==> config.mk <==
export PLATFORM = sky130hd
export DESIGN_NAME = bsa_ctrl
export DESIGN_NICKNAME = d
export VERILOG_FILES = /design/src/sv/bsa_pkg.sv /design/src/sv/bsa_ctrl.sv
export SDC_FILE = /design/constraint.sdc
export NUM_CORES = 1
export LEC_CHECK = 0
export BUFFER_PORTS_ARGS = -buffer_cell sky130_fd_sc_hd__buf_2
export CAP_MARGIN = 20
export CORE_MARGIN = 2
export CORE_UTILIZATION = 45
export DETAILED_ROUTE_END_ITERATION = 6
export GPL_TIMING_DRIVEN = 0
export PLACE_DENSITY = 0.74
export SLEW_MARGIN = 15
export SYNTH_ARGS = -nofsm -noshare
export SYNTH_HDL_FRONTEND = slang
export SYNTH_SLANG_ARGS = --single-unit
==> constraint.sdc <==
create_clock -name clk -period 2.4 [get_ports clk]
set_clock_uncertainty 0.15 [all_clocks]
set_input_delay 0.48 -clock clk [delete_from_list [all_inputs] [get_ports clk]]
set_output_delay 0.48 -clock clk [all_outputs]
set_load 0.02 [all_outputs]
==> src/sv/bsa_pkg.sv <==
// Shared types and codes for the bounding sphere accumulator.
package bsa_pkg;

  typedef logic [2:0] func_t;
  localparam func_t FN_RESET    = 3'd0;
  localparam func_t FN_GROW_PT  = 3'd1;
  localparam func_t FN_GROW_SPH = 3'd2;
  localparam func_t FN_OVERLAP  = 3'd3;
  localparam func_t FN_GROWTH   = 3'd4;

  // result select: A is the sphere being grown, B the one grown by
  typedef enum logic [1:0] {
    RES_KEEP_A,
    RES_COPY_B,
    RES_POINT_B,
    RES_LARGER
  } res_sel_t;

  typedef enum logic [3:0] {
    S_IDLE,
    S_DECIDE,
    S_SQ_GO,
    S_SQ_WAIT,
    S_CHECK,
    S_SQRT_GO,
    S_SQRT_WAIT,
    S_GROW,
    S_MV_MUL_GO,
    S_MV_MUL_WAIT,
    S_MV_DIV_GO,
    S_MV_DIV_WAIT,
    S_DONE
  } state_t;

  typedef struct packed {
    logic     load;
    logic     mul_start;
    logic     mul_move;
    logic [1:0] axis;
    logic     sq_acc;
    logic     sqrt_start;
    logic     sqrt_store;
    logic     set_grow;
    logic     div_start;
    logic     move_store;
    logic     res_write;
    res_sel_t res_sel;
    logic     ovl_write;
    logic     finish;
  } bsa_cmd_t;

  typedef struct packed {
    func_t func;
    logic  a_neg;
    logic  b_neg;
    logic  mul_done;
    logic  sqrt_done;
    logic  div_done;
    logic  rt_ge_d2;
    logic  dist_zero;
  } bsa_stat_t;

endpackage

==> src/sv/bsa_ctrl.sv <==
// Controller: sequences the arithmetic units and owns both handshakes.
module bsa_ctrl
  import bsa_pkg::*;
(
  input  logic      clk,
  input  logic      rst_n,
  input  logic      in_valid,
  output logic      in_ready,
  output logic      out_valid,
  input  logic      out_ready,
  input  bsa_stat_t stat,
  output bsa_cmd_t  cmd
);
  state_t     state_r, state_nxt;
  logic [1:0] k_r, k_nxt;
  logic       ov_r, ov_nxt;

  always_ff @(posedge clk) begin
    if (!rst_n) begin
      state_r <= S_IDLE;
      k_r     <= '0;
      ov_r    <= 1'b0;
    end else begin
      state_r <= state_nxt;
      k_r     <= k_nxt;
      ov_r    <= ov_nxt;
    end
  end

  assign in_ready  = (state_r == S_IDLE);
  assign out_valid = ov_r;

  always_comb begin
    state_nxt = state_r;
    k_nxt     = k_r;
    ov_nxt    = ov_r && !out_ready;
    cmd       = '0;
    cmd.axis  = k_r;
    cmd.res_sel = RES_KEEP_A;
    unique case (state_r)
      S_IDLE: begin
        if (in_valid) begin
          cmd.load  = 1'b1;
          state_nxt = S_DECIDE;
        end
      end
      S_DECIDE: begin
        k_nxt = '0;
        state_nxt = S_DONE;
        priority case (stat.func)
          FN_RESET: begin
            cmd.res_write = 1'b1;
            cmd.res_sel   = RES_POINT_B;
          end
          FN_GROW_PT: begin
            if (stat.a_neg) begin
              cmd.res_write = 1'b1;
              cmd.res_sel   = RES_POINT_B;
            end else state_nxt = S_SQ_GO;
          end
          FN_GROW_SPH, FN_GROWTH: begin
            if (stat.b_neg) cmd.res_write = 1'b1;
            else if (stat.a_neg) begin
              cmd.res_write = 1'b1;
              cmd.res_sel   = RES_COPY_B;
            end else state_nxt = S_SQ_GO;
          end
          FN_OVERLAP: begin
            if (stat.a_neg || stat.b_neg) cmd.res_write = 1'b1;
            else state_nxt = S_SQ_GO;
          end
          default: cmd.res_write = 1'b1;
        endcase
      end
      S_SQ_GO: begin
        cmd.mul_start = 1'b1;
        state_nxt = S_SQ_WAIT;
      end
      S_SQ_WAIT: begin
        if (stat.mul_done) begin
          cmd.sq_acc = 1'b1;
          if (k_r == 2'd3) state_nxt = S_CHECK;
          else begin
            k_nxt = k_r + 1'b1;
            state_nxt = S_SQ_GO;
          end
        end
      end
      S_CHECK: begin
        state_nxt = S_DONE;
        if (stat.func == FN_OVERLAP) begin
          cmd.ovl_write = 1'b1;
          cmd.res_write = 1'b1;
        end else if (stat.rt_ge_d2) begin
          // inside or contained: no merge
          cmd.res_write = 1'b1;
          cmd.res_sel   = (stat.func == FN_GROW_PT) ? RES_KEEP_A : RES_LARGER;
        end else state_nxt = S_SQRT_GO;
      end
      S_SQRT_GO: begin
        cmd.sqrt_start = 1'b1;
        state_nxt = S_SQRT_WAIT;
      end
      S_SQRT_WAIT: begin
        if (stat.sqrt_done) begin
          cmd.sqrt_store = 1'b1;
          state_nxt = S_GROW;
        end
      end
      S_GROW: begin
        cmd.set_grow = 1'b1;
        k_nxt = '0;
        state_nxt = stat.dist_zero ? S_DONE : S_MV_MUL_GO;
      end
      S_MV_MUL_GO: begin
        cmd.mul_start = 1'b1;
        cmd.mul_move  = 1'b1;
        state_nxt = S_MV_MUL_WAIT;
      end
      S_MV_MUL_WAIT: begin
        cmd.mul_move = 1'b1;
        if (stat.mul_done) state_nxt = S_MV_DIV_GO;
      end
      S_MV_DIV_GO: begin
        cmd.div_start = 1'b1;
        state_nxt = S_MV_DIV_WAIT;
      end
      S_MV_DIV_WAIT: begin
        if (stat.div_done) begin
          cmd.move_store = 1'b1;
          if (k_r == 2'd2) state_nxt = S_DONE;
          else begin
            k_nxt = k_r + 1'b1;
            state_nxt = S_MV_MUL_GO;
          end
        end
      end
      S_DONE: begin
        if (!ov_r || out_ready) begin
          cmd.finish = 1'b1;
          ov_nxt     = 1'b1;
          state_nxt  = S_IDLE;
        end
      end
      default: state_nxt = S_IDLE;
    endcase
  end

endmodule

==> results.md <==
* Slew Limit Fails at 0
* Startpoint class of the critical path: primary input
* Residual DRC at 0
* Global routing's busiest layer: met2
* GRT Util Overall at 0.232
* R2R depth at 5
* Initial core utilization at 0.479
* Tightest slew margin relative to the limit at 0.736
* Worst Setup Path Type: primary input to output pin
* Worst Hold Path EP: k_r[0]
* DIE AREA at 0.00220 sq mm
* ANT nets after route at 0
* Worst-Margin Slew at 0.395 ns
* Multi-input gate area at 633 sq um
* PwrDens at 1160 mW/mm^2
* CP max FO at 6
* HP Class: register to register
* Dpl ws at 0.0958 ns
* Worst Hold Depth at 2
* DRT Pass-1 Iters at 4
* Main synth FF type: dfxtp_1
* N_diodes at 0
* CP required at 1.77 ns
* Hold Fails Final Rpt at 0
* Setup WS post-layout at 0.104 ns
* Clk root buf: clkbuf_4
* Setup TNS at 0 ns
* Clock Path Buffers at 2
* Vias at 960
* Nets at 170
* Met2 Use GR at 0.364
* Reg2Reg Setup Slack at 0.67 ns
* Syn_area_per_cell at 6.95 sq um
* GRT overflow at 0
* Synth area leader: dfxtp_1
* TritonCTS Buffers at 3
* Met3 Usage GRT at 0.0346
* Leak at 0.501 nW
* Core Rows at 15
* Final wirelength at 2300 um
* Die Span Y at 46.9 um
* Port Buf Inserts at 30
* Placed Cells at 174
* Core area at 0.00173 sq mm
* DR vias/cell at 5.39
* Post-synth EDFFs at 0
* Count of cell types in the netlist at 46
* RSZ-0062 raised after global routing: no
* Final Cycle Share at 0.957
* FF/Latch Area at 140 sq um
* Largest net degree at the start of global routing at 11
* Worst r2r src: state_r[0]
* Max_cap viols at 0
* Layout area overhead at 27.4%
* VDD IR-drop max at 0.537 mV
* Hold_buf cts at 0
* GR Util met1 at 0.315
* Chip Width at 46.9 um
* Async set-reset flop share out of synthesis at 0
* Final Critical Period at 2.30 ns
* First-pass GRT wire length at 3580 um
* Share of layout cells above drive strength 1 at 0.340
* Critical Path Sink Type: output pin
* WL per Instance at 12.9 um
* Synthesized area at 827 sq um
* Later-pin clock latency in the skew report at 0.25 ns
* Hold path startpoint: k_r[0]
* # resized after CTS at 0
* Non-filler instance count after layout at 178
* Clock sink total at 7
* Seq/Total Area, Yosys at 0.169
* DRT iter0 DRCs at 24
* Top cell type's share of synthesized area at 0.169
* HPWL after detailed placement at 1770 um
* Max Freq at 0.436 GHz
* Post-Syn Nets at 135
* CP Data Arrival Time at 1.67 ns
* Clock transition at path regs at 0.05 ns
* Antenna violations before repair at 0
* Fillers at 180
* Vias in the first global route at 828
* Synth Instances at 119
* Largest cells by area after synthesis: dfxtp_1 17%, nand2_1 6.4%, nor2_1 5.4%
* Worst r2r dst: state_r[1]
* GPL Wtd Cong at 0.840
* Status: finished, final reports clean
* CTS H-tree lvls at 1
* Ports at 32
* Seq cells post-synth at 7
* # setup viols final at 0
* CTS tree: yes
* Post-CTS setup buffer count at 0
* Number of synthesis warnings at 0
logic make-up (layout without fill, tap and decap cells):
kind of cell | Yosys count | in the layout | share of synthesized area
adders and majority gates | 2 | 2 | 0.0303
DFF | 7 | 7 | 0.169
xor gates and xnor gates | 3 | 3 | 0.0318
buffers and inverters | 14 | 48 | 0.0817
AOI/OAI and AO/OA | 27 | 27 | 0.224
muxes | 3 | 3 | 0.0363
and+or+nand+nor | 63 | 63 | 0.427
worst max-delay path: stages:
cell and delay, ns:
buf_2 0.13, nor4b_2 0.16, nor3_2 0.22, nor2_2 0.07, or3_1 0.32, a21oi_2 0.14
buf_4 0.15
cells in the final DEF, fill, tap and decap left out, drive strengths merged, types with 3 or more instances in the layout:
cell	synthesis	final
buf	8	37
nand2	14	14
nor2	12	12
o21ai	8	8
dfxtp	7	7
nor2b	7	7
nor3	7	7
clkbuf	2	7
a21oi	6	6
inv	4	4
nor3b	3	3
and3	3	3
mux2i	3	3
worst max path at each step:
stage | start | end | slack, ns | cells after the start
6_report | stat[9] | cmd[4] | 0.10 | 7
5_1_grt | stat[9] | cmd[4] | 0.002 | 7
4_1_cts | state_r[3] | cmd[15] | 0.04 | 6
3_5_place_dp | stat[9] | cmd[4] | 0.1 | 7
3_3_place_gp | stat[9] | cmd[4] | 0.09 | 7
2_1_floorplan | state_r[3] | cmd[15] | 0.13 | 5
synth_stat cells, types with 2 or more instances:
library cell   n
nor2_1        12
nand4_1        2
dfxtp_1        7
and3_1         3
inv_1          3
xor2_1         2
clkbuf_1       2
or3_1          2
nor2b_1        7
nor3b_1        3
buf_4          2
nand2_1       14
mux2i_1        3
nor3_1         6
ha_1           2
nand3_1        2
a21oi_1        6
a31oi_1        2
o21ai_1        3
o21ai_0        5
buf_2          6
report_power, final:
group	switching, W	total, W	internal [W]
clock network	0.0000431	0.000106	0.0000634
logic	0.000563	0.000920	0.000357
registers	0.0000368	0.000196	0.000159
total	0.000643	0.00122	0.000579
stage by stage:
stage | utilization | cell area [sq um] | hold WS, ns | power [W]
2_1_floorplan | - | 827 | 0.413 | 0.000853
3_3_place_gp | 0.584 | 1010 | 0.334 | 0.00106
3_5_place_dp | 0.584 | 1010 | 0.353 | 0.00108
4_1_cts | 0.599 | 1030 | 0.361 | 0.00119
5_1_grt | 0.610 | 1050 | 0.401 | 0.00134
6_report | 0.610 | 1050 | 0.358 | 0.00122
flip-flops by register name, summed over array words and instances, names as in the netlist:
register   flops
state_r        4
out_valid      1
k_r            2
area by class of cell:
class	instances	area share
multi-input combinational	98	0.601
timing repair buffer	30	0.145
sequential	7	0.133
buffer	10	0.0523
tap	25	0.0297
clock buffer	4	0.0249
inverter	4	0.0143
layer usage:
layer	vias to the layer above	wire, um
li1	497	-
met1	428	1070
met2	35	1100
met3	0	133
met4	0	0
met5	-	0
Note: power is estimated with default switching activity, not from simulation.
